## config.mk

```make
export PLATFORM = sky130hd
export DESIGN_NAME = bounded_double_ended_queue_core_flat
export DESIGN_NICKNAME = d
export VERILOG_FILES = /design/src/bdeq_pkg.sv /design/src/bdeq_if.sv /design/src/bounded_double_ended_queue_core.sv /design/src/bdeq_cell.sv /design/src/flat_wrapper.sv
export SDC_FILE = /design/constraint.sdc
export NUM_CORES = 2
export LEC_CHECK = 0
export BUFFER_PORTS_ARGS = -buffer_cell sky130_fd_sc_hd__buf_2
export CAP_MARGIN = 30
export CORE_MARGIN = 2
export CORE_UTILIZATION = 45
export DETAILED_ROUTE_END_ITERATION = 8
export PLACE_DENSITY = 0.59
export SYNTH_ARGS = -nofsm -noshare
export SYNTH_HDL_FRONTEND = slang
export SYNTH_HIERARCHICAL = 1
export SYNTH_SLANG_ARGS = --single-unit
```

## constraint.sdc

```tcl
create_clock -name i_clk -period 12.9 [get_ports i_clk]
set_input_delay 0.645 -clock i_clk [delete_from_list [all_inputs] [get_ports i_clk]]
set_output_delay 0.645 -clock i_clk [all_outputs]
set_load 0.05 [all_outputs]
```

## src/bdeq_pkg.sv

```systemverilog
// Shared constants, codes and types of the bounded double-ended queue.
`default_nettype none
package bdeq_pkg;

    localparam int DEPTH      = 16;
    localparam int DATA_WIDTH = 32;
    localparam int IDX_W      = $clog2(DEPTH);
    localparam int CNT_W      = $clog2(DEPTH + 1);
    localparam int ACT_W      = 3;
    localparam int STAT_W     = 2;

    typedef enum logic [ACT_W-1:0] {
        ACT_PUSH_FRONT  = 3'd0,
        ACT_PUSH_BACK   = 3'd1,
        ACT_POP_FRONT   = 3'd2,
        ACT_POP_BACK    = 3'd3,
        ACT_POP_BEFORE  = 3'd4,
        ACT_REVERSE     = 3'd5
    } t_action;

    typedef enum logic [STAT_W-1:0] {
        ST_OK    = 2'd0,
        ST_EMPTY = 2'd1,
        ST_ONE   = 2'd2,
        ST_FULL  = 2'd3
    } t_status;

    typedef struct packed {
        logic                  ins;
        logic                  rem;
        logic [IDX_W-1:0]      pos;
        logic [DATA_WIDTH-1:0] value;
    } t_cell_ctl;

endpackage
`default_nettype wire

```

## src/bdeq_if.sv

```systemverilog
// Valid/ready channel interfaces for queue actions and their results.
`default_nettype none
interface bdeq_req_if;
    import bdeq_pkg::*;

    logic                  valid;
    logic                  ready;
    logic [ACT_W-1:0]      action;
    logic [DATA_WIDTH-1:0] push_value;

    modport source (output valid, output action, output push_value, input ready);
    modport sink   (input valid, input action, input push_value, output ready);
endinterface

interface bdeq_rsp_if;
    import bdeq_pkg::*;

    logic                  valid;
    logic                  ready;
    logic [DATA_WIDTH-1:0] popped_value;
    logic [STAT_W-1:0]     status;
    logic [CNT_W-1:0]      entry_count;

    modport source (output valid, output popped_value, output status,
                    output entry_count, input ready);
    modport sink   (input valid, input popped_value, input status,
                    input entry_count, output ready);
endinterface
`default_nettype wire

```

## src/bounded_double_ended_queue_core.sv

```systemverilog
// Top level of the bounded double-ended queue: control and a row of cells.
// Usage:
//   i_req carries one action per item (push front, push back, pop front,
//   pop back, pop the entry before the back, reverse) with a push word.
//   o_rsp returns one item per action: the popped word (zero when nothing
//   is removed), a status (ok, empty, only one entry, full) and the entry
//   count after the action.
//   Entries live in a row of DEPTH cells in logical order from the low
//   end; an insert or removal updates all cells together by shifting
//   words to a neighbor; a new item may follow each cycle unless o_rsp
//   stalls. The result is registered in the cycle after the item is
//   accepted. Reverse only flips an orientation flag.
//   Reset (i_rst_n low at a clock edge) empties the queue, clears the
//   flag and drops any pending result; cell words are not cleared.
//   While the receiver holds o_rsp.ready low with a result pending,
//   i_req.ready stays low and the queue holds its state.
`default_nettype none
module bounded_double_ended_queue_core (
    input  wire     i_clk,
    input  wire     i_rst_n,
    bdeq_req_if.sink   i_req,
    bdeq_rsp_if.source o_rsp
);
    import bdeq_pkg::*;

    logic [CNT_W-1:0]      r_count;
    logic                  r_rev;
    logic                  r_out_valid;
    logic [DATA_WIDTH-1:0] r_popped;
    logic [STAT_W-1:0]     r_status;
    logic [CNT_W-1:0]      r_count_out;

    logic [CNT_W-1:0]      n_count;
    logic                  n_rev;
    t_status               n_status;
    logic                  take;
    logic                  low_end;
    logic                  full;
    logic                  empty;
    logic [CNT_W-1:0]      cnt_m1;
    logic [CNT_W-1:0]      cnt_m2;
    t_action               act;
    t_cell_ctl             ctl;
    logic [DATA_WIDTH-1:0] tap_or;

    logic [DATA_WIDTH-1:0] w_data  [DEPTH];
    logic [DATA_WIDTH-1:0] w_tap   [DEPTH];
    logic [DATA_WIDTH-1:0] w_below [DEPTH];
    logic [DATA_WIDTH-1:0] w_above [DEPTH];

    assign i_req.ready = !r_out_valid || o_rsp.ready;
    assign take        = i_req.valid && i_req.ready;
    assign act         = t_action'(i_req.action);
    assign full        = (r_count == CNT_W'(DEPTH));
    assign empty       = (r_count == '0);
    assign cnt_m1      = CNT_W'(r_count - 1'b1);
    assign cnt_m2      = CNT_W'(r_count - 2'd2);
    assign low_end     = ((act == ACT_PUSH_FRONT) || (act == ACT_POP_FRONT)) != r_rev;

    always_comb begin
        ctl       = '0;
        ctl.value = i_req.push_value;
        n_count   = r_count;
        n_rev     = r_rev;
        n_status  = ST_OK;
        unique case (act)
            ACT_PUSH_FRONT, ACT_PUSH_BACK: begin
                if (full) begin
                    n_status = ST_FULL;
                end else begin
                    ctl.ins = take;
                    ctl.pos = low_end ? '0 : r_count[IDX_W-1:0];
                    n_count = CNT_W'(r_count + 1'b1);
                end
            end
            ACT_POP_FRONT, ACT_POP_BACK: begin
                if (empty) begin
                    n_status = ST_EMPTY;
                end else begin
                    ctl.rem = take;
                    ctl.pos = low_end ? '0 : cnt_m1[IDX_W-1:0];
                    n_count = cnt_m1;
                end
            end
            ACT_POP_BEFORE: begin
                if (empty) begin
                    n_status = ST_EMPTY;
                end else if (r_count == CNT_W'(1)) begin
                    n_status = ST_ONE;
                end else begin
                    ctl.rem = take;
                    ctl.pos = r_rev ? IDX_W'(1) : cnt_m2[IDX_W-1:0];
                    n_count = cnt_m1;
                end
            end
            ACT_REVERSE: begin
                n_rev = !r_rev;
            end
            default: begin
            end
        endcase
    end

    for (genvar g = 0; g < DEPTH; g++) begin : g_cell
        if (g == 0) begin : g_lo
            assign w_below[g] = '0;
        end else begin : g_lo
            assign w_below[g] = w_data[g-1];
        end
        if (g == DEPTH - 1) begin : g_hi
            assign w_above[g] = '0;
        end else begin : g_hi
            assign w_above[g] = w_data[g+1];
        end
        bdeq_cell u_cell (
            .i_clk   (i_clk),
            .i_ctl   (ctl),
            .i_index (IDX_W'(g)),
            .i_below (w_below[g]),
            .i_above (w_above[g]),
            .o_data  (w_data[g]),
            .o_tap   (w_tap[g])
        );
    end

    always_comb begin
        tap_or = '0;
        for (int i = 0; i < DEPTH; i++) begin
            tap_or = tap_or | w_tap[i];
        end
    end

    always_ff @(posedge i_clk) begin
        if (!i_rst_n) begin
            r_count     <= '0;
            r_rev       <= 1'b0;
            r_out_valid <= 1'b0;
        end else begin
            if (take) begin
                r_count     <= n_count;
                r_rev       <= n_rev;
                r_out_valid <= 1'b1;
            end else if (o_rsp.ready) begin
                r_out_valid <= 1'b0;
            end
        end
    end

    always_ff @(posedge i_clk) begin
        if (take) begin
            r_popped    <= ctl.rem ? tap_or : '0;
            r_status    <= n_status;
            r_count_out <= n_count;
        end
    end

    assign o_rsp.valid        = r_out_valid;
    assign o_rsp.popped_value = r_popped;
    assign o_rsp.status       = r_status;
    assign o_rsp.entry_count  = r_count_out;

endmodule
`default_nettype wire

```

## src/bdeq_cell.sv

```systemverilog
// One storage cell of the queue row: inserts, shifts and taps its word.
`default_nettype none
module bdeq_cell (
    input  wire                           i_clk,
    input  wire  bdeq_pkg::t_cell_ctl     i_ctl,
    input  wire  [bdeq_pkg::IDX_W-1:0]    i_index,
    input  wire  [bdeq_pkg::DATA_WIDTH-1:0] i_below,
    input  wire  [bdeq_pkg::DATA_WIDTH-1:0] i_above,
    output logic [bdeq_pkg::DATA_WIDTH-1:0] o_data,
    output logic [bdeq_pkg::DATA_WIDTH-1:0] o_tap
);
    import bdeq_pkg::*;

    logic [DATA_WIDTH-1:0] r_data;
    logic [DATA_WIDTH-1:0] n_data;

    always_comb begin
        n_data = r_data;
        if (i_ctl.ins) begin
            if (i_index > i_ctl.pos) begin
                n_data = i_below;
            end else if (i_index == i_ctl.pos) begin
                n_data = i_ctl.value;
            end
        end else if (i_ctl.rem) begin
            if (i_index >= i_ctl.pos) begin
                n_data = i_above;
            end
        end
    end

    always_ff @(posedge i_clk) begin
        r_data <= n_data;
    end

    assign o_data = r_data;
    assign o_tap  = (i_index == i_ctl.pos) ? r_data : '0;

endmodule
`default_nettype wire

```

## src/flat_wrapper.sv

```systemverilog
// flat-port wrapper written by rule: the top's interface ports become plain ports
module bounded_double_ended_queue_core_flat import bdeq_pkg::*;
  (i_clk, i_rst_n, i_req_valid, i_req_action, i_req_push_value, i_req_ready, o_rsp_valid, o_rsp_popped_value, o_rsp_status, o_rsp_entry_count, o_rsp_ready);
  bdeq_req_if i_req_i ();
  bdeq_rsp_if o_rsp_i ();
  input  wire i_clk;
  input  wire i_rst_n;
  input wire logic [$bits(i_req_i.valid)-1:0] i_req_valid;
  input wire logic [$bits(i_req_i.action)-1:0] i_req_action;
  input wire logic [$bits(i_req_i.push_value)-1:0] i_req_push_value;
  output wire logic [$bits(i_req_i.ready)-1:0] i_req_ready;
  output wire logic [$bits(o_rsp_i.valid)-1:0] o_rsp_valid;
  output wire logic [$bits(o_rsp_i.popped_value)-1:0] o_rsp_popped_value;
  output wire logic [$bits(o_rsp_i.status)-1:0] o_rsp_status;
  output wire logic [$bits(o_rsp_i.entry_count)-1:0] o_rsp_entry_count;
  input wire logic [$bits(o_rsp_i.ready)-1:0] o_rsp_ready;
  assign i_req_i.valid = i_req_valid;
  assign i_req_i.action = i_req_action;
  assign i_req_i.push_value = i_req_push_value;
  assign i_req_ready = i_req_i.ready;
  assign o_rsp_valid = o_rsp_i.valid;
  assign o_rsp_popped_value = o_rsp_i.popped_value;
  assign o_rsp_status = o_rsp_i.status;
  assign o_rsp_entry_count = o_rsp_i.entry_count;
  assign o_rsp_i.ready = o_rsp_ready;
  bounded_double_ended_queue_core u_core (.i_clk(i_clk), .i_rst_n(i_rst_n), .i_req(i_req_i), .o_rsp(o_rsp_i));
endmodule
```

==> flow_metrics.py <==
metrics = {
    "setup_path": {
        "timing.critical_path.max_delay_family": "compound AO/OA/AOI/OAI gates",
        "worstPathBufferInverterCount": 2,
        "worst_path_max_fanout": 32,
        "worst-endpoint-required_ps": 13380,
        "timing.critical_path.mode_cell": "sky130_fd_sc_hd__nand2_1",
        "worst_path_max_delay_cell": "sky130_fd_sc_hd__o221a_4",
        "timing_worst_setup_path_type": "reg2reg",
        "critical_path.startpoint_type": "flop",
        "critical_path_arrival_ps": 5660,
        "list_of_cells_traversed_by_the_critical_path": "inv_1 -> ha_1 -> nor3b_2 -> nand2_1 -> nand2_1 -> o21ai_1 -> a221o_1 -> ha_1 -> nand2_1 -> nor2_4 -> buf_4 -> o221a_4 -> a221o_2",
        "max_stage_delay_ps": 770,
        "crit_start": "u_core/r_count[0]",
        "timing.rr.start": "u_core/r_count[0]",
        "crit_path_end_kind": "flop",
    },
    "yosys": {
        "yosys.area_share.adder": 0.02514,
        "synth_sequential_area_ratio": 0.4790,
        "post_synth_instance_area_mm2": 0.03484,
        "simple_logic_cell_fraction_of_the_synthesized_area": 0.2484,
        "asyncSetResetFlopFracSynth": 0,
        "netlist_instances": 2952,
        "synth_cell_types": 54,
        "synth.largest_area_cell": "sky130_fd_sc_hd__edfxtp_1",
        "synth_edf_count": 551,
        "yosys_register_bits": 558,
        "synth_flop_cell": "sky130_fd_sc_hd__edfxtp_1",
        "complex_gate_fraction_of_the_synthesized_area": 0.1928,
        "synth.top_cells.by_area": "sky130_fd_sc_hd__edfxtp_1, sky130_fd_sc_hd__a221o_1, sky130_fd_sc_hd__nor2b_1, sky130_fd_sc_hd__and2_1, sky130_fd_sc_hd__buf_6",
        "share_of_cell_area_taken_by_muxes_after_synthesis": 0,
        "synthesis.area_per_instance_um2": 11.80,
        "synthesis.yosys.warnings": 6,
        "combinational_family_with_the_most_area_after_synthesis": "simple AND/OR/NAND/NOR gates",
        "synth_xor_area_frac": 0.001006,
        "synthDominantCellAreaShare": 0.4749,
    },
    "clock_tree": {
        "clock_latency_ps": 630,
        "quantity_of_gates_resized_following_cts": 0,
        "clock_tree.htree_level_count": 3,
        "cts-root-buf": "sky130_fd_sc_hd__clkbuf_16",
        "cts_setup_buffers": 0,
        "cts.reportedPaths.clkPinSlew_ps": 70,
        "tritoncts": "yes",
        "cts_hold_buffers_added": 0,
        "cts_sinks": 558,
        "tritoncts.num_buffers": 67,
        "clock_tree.buffer_depth": 3,
    },
    "sta": {
        "unrepaired_setup_endpoints_after_global_routing": "no",
        "setup-tns-final_ps": 0,
        "max-slew-margin-rel": 0.2238,
        "final_min_period_over_clock_period": 0.4015,
        "max_slew.worst_pin.slew_ps": 1164,
        "final-setup-viol-count": 0,
        "fin_worst_skew_ps": 32.02,
        "finalMaxSlewViolations": 0,
        "timing_hold_violations_final": 0,
        "timing.final.crit_period_ps": 5179,
        "max_freq_mhz": 193.1,
    },
    "finish": {
        "fin_util": 0.4994,
        "drive_above_1_share": 0.1378,
        "fill_cell_total_of_the_finished_layout": 6885,
        "finalNetCount": 3190,
        "final_common_cell": "sky130_fd_sc_hd__edfxtp_1",
        "multi_input_comb_area_mm2": 0.01701,
        "seq_area_mm2": 0.01669,
        "layout-area-overhead-vs-synth_pct": 10.50,
        "most-common-layout-cells": "sky130_fd_sc_hd__edfxtp_1, sky130_fd_sc_hd__nor2b_1, sky130_fd_sc_hd__and2_1",
    },
    "hold_path": {
        "startpoint_of_the_tightest_hold_check_path": "i_req_valid",
        "min-delay-path-class": "in2reg",
    },
    "routing": {
        "drc_errors": 0,
        "routed_wl_mm": 127.9,
        "drt_antenna_net_count": 0,
        "route.detailed.wl_per_inst_um": 30.57,
        "drt_first_iter_violations": 3247,
        "via_per_inst": 6.583,
        "detail_route.first_pass.iterations": 6,
        "num_vias": 27530,
    },
    "power_and_ir_drop": {
        "power.share.combinational": 0.169,
        "pwr-share-clk": 0.395,
        "internal-power_uw": 3586,
        "p_sw_frac": 0.2864,
        "powerDensity_mw_per_mm2": 130.5,
        "switching_power_uw": 1439,
        "power.ir.vdd_worst_mv": 0.08337,
        "p_seq_frac": 0.436,
        "leakagePower_uw": 0.01383,
    },
    "floorplan": {
        "die_height_um": 282.2,
        "boundaryPins": 80,
        "placement_rows": 102,
        "initial_utilization": 0.4520,
        "die_w_um": 282.2,
        "dieArea_mm2": 0.07966,
        "core_mm2": 0.07708,
    },
    "global_route": {
        "maximum_number_of_pins_on_one_net_before_global_route_repair": 217,
        "antenna_found_initial": 10,
        "global_route_wire_length_before_repair_mm": 184.6,
        "track_usage": 0.3161,
        "grt_overflow_total": 0,
        "grt_pass1_vias": 26600,
    },
    "status": {
        "outcome": "finished, final reports clean",
    },
    "place": {
        "port-buffer-count": 79,
        "final_weighted_congestion_in_routability_driven_placement": 0.9014,
        "hpwlAfterDp_mm": 66.04,
    },
    "job": {
        "max_cap_viol_count": 0,
    },
}
Yosys cell counts, types with 3 or more instances:
cell type                  instances
sky130_fd_sc_hd__and2_4           29
sky130_fd_sc_hd__nand2_1          33
sky130_fd_sc_hd__nor3_1            8
sky130_fd_sc_hd__o21ai_1          18
sky130_fd_sc_hd__o21ai_0           5
sky130_fd_sc_hd__and2b_2          16
sky130_fd_sc_hd__nor4_1          131
sky130_fd_sc_hd__nand2b_1          4
sky130_fd_sc_hd__nor2b_1         514
sky130_fd_sc_hd__o21a_1            4
sky130_fd_sc_hd__nand2_2          16
sky130_fd_sc_hd__a211oi_4         16
sky130_fd_sc_hd__a21oi_2          16
sky130_fd_sc_hd__inv_1            88
sky130_fd_sc_hd__nor2_4           17
sky130_fd_sc_hd__a221o_1         481
sky130_fd_sc_hd__and2_2            3
sky130_fd_sc_hd__edfxtp_1        551
sky130_fd_sc_hd__dfxtp_1           7
sky130_fd_sc_hd__a21oi_1           8
sky130_fd_sc_hd__buf_6           100
sky130_fd_sc_hd__and2_1          513
sky130_fd_sc_hd__clkbuf_1        103
sky130_fd_sc_hd__xor2_1            3
sky130_fd_sc_hd__a31oi_1          21
sky130_fd_sc_hd__o221a_4          16
sky130_fd_sc_hd__a221o_2          32
sky130_fd_sc_hd__o21bai_4         16
sky130_fd_sc_hd__ha_1             70
sky130_fd_sc_hd__nor2_1           32
sky130_fd_sc_hd__nand4_1          48
sky130_fd_sc_hd__o22ai_1           5
sky130_fd_sc_hd__o211ai_1          3
worst min-delay path: stages:
cell and delay [ps]:
sky130_fd_sc_hd__buf_2 100, sky130_fd_sc_hd__inv_1 40, sky130_fd_sc_hd__a21boi_0 60
final cells by class:
type / instances / share of cell area
Multi-Input combinational cell: 2225 / 0.4418
Clock buffer: 85 / 0.04641
Antenna cell: 7 / 0.0004550
Inverter: 89 / 0.008678
Timing Repair Buffer: 140 / 0.02405
Tap cell: 1040 / 0.03380
Sequential cell: 558 / 0.4334
Clock inverter: 38 / 0.01134
power groups by stage:
stage / clock network (µW) / logic (µW) / registers, µW
2_1_floorplan: 0 / 537 / 2230
6_report: 1980 / 851 / 2190
3_5_place_dp: 0 / 827 / 2220
4_1_cts: 2000 / 830 / 2190
5_1_grt: 2070 / 899 / 2200
3_3_place_gp: 0 / 803 / 2220
routing by layer:
layer	routed length [µm]	up-vias	global-route usage
met5	69	-	0.01099
met4	4799	2	0.1191
met3	13090	322	0.06781
met2	58140	1694	0.4980
met1	51760	13960	0.4267
li1	-	11550	-
logic make-up (layout without fill, tap and decap cells):
logic type      Yosys count  count (layout)
xor+xnor                  4               4
simple gates           1372            1372
flops                   558             558
buf+inv                 295             352
compound gates          651             651
fa+ha+maj                70              70
other cells               2             135
flip-flops by register name, indices dropped and copies added (netlist names):
register                     count
u_core/g_cell.u_cell/o_data    512
u_core/o_rsp.entry_count         5
u_core/o_rsp.popped_value       32
u_core/o_rsp.status              2
u_core/o_rsp.valid               1
u_core/r_count                   5
u_core/r_rev                     1
worst paths after layout:
check	endpoint	slack, ps	cells after the start
setup reg to reg	u_core/g_cell[8].u_cell/o_data[31]	7720	13
hold / removal	u_core/o_rsp.valid	290	3
hold reg to reg	u_core/o_rsp.valid	530	2
setup / recovery	u_core/g_cell[8].u_cell/o_data[31]	7720	13
stage by stage:
stage | hold slack, ps | total power (µW) | setup slack [ps] | instance area, µm² | cells
floorplan | 539.3 | 2764 | 4809 | 35310 | 3078
global placement | 519.5 | 3024 | 7812 | 36170 | 4049
detailed placement | 534.3 | 3049 | 7874 | 36200 | 4050
CTS | 263.5 | 5019 | 7834 | 38420 | 4173
global route | 284.4 | 5170 | 7591 | 38490 | 4178
finish | 288.8 | 5025 | 7721 | 38500 | 4182
(Power assumes the default switching activity.)
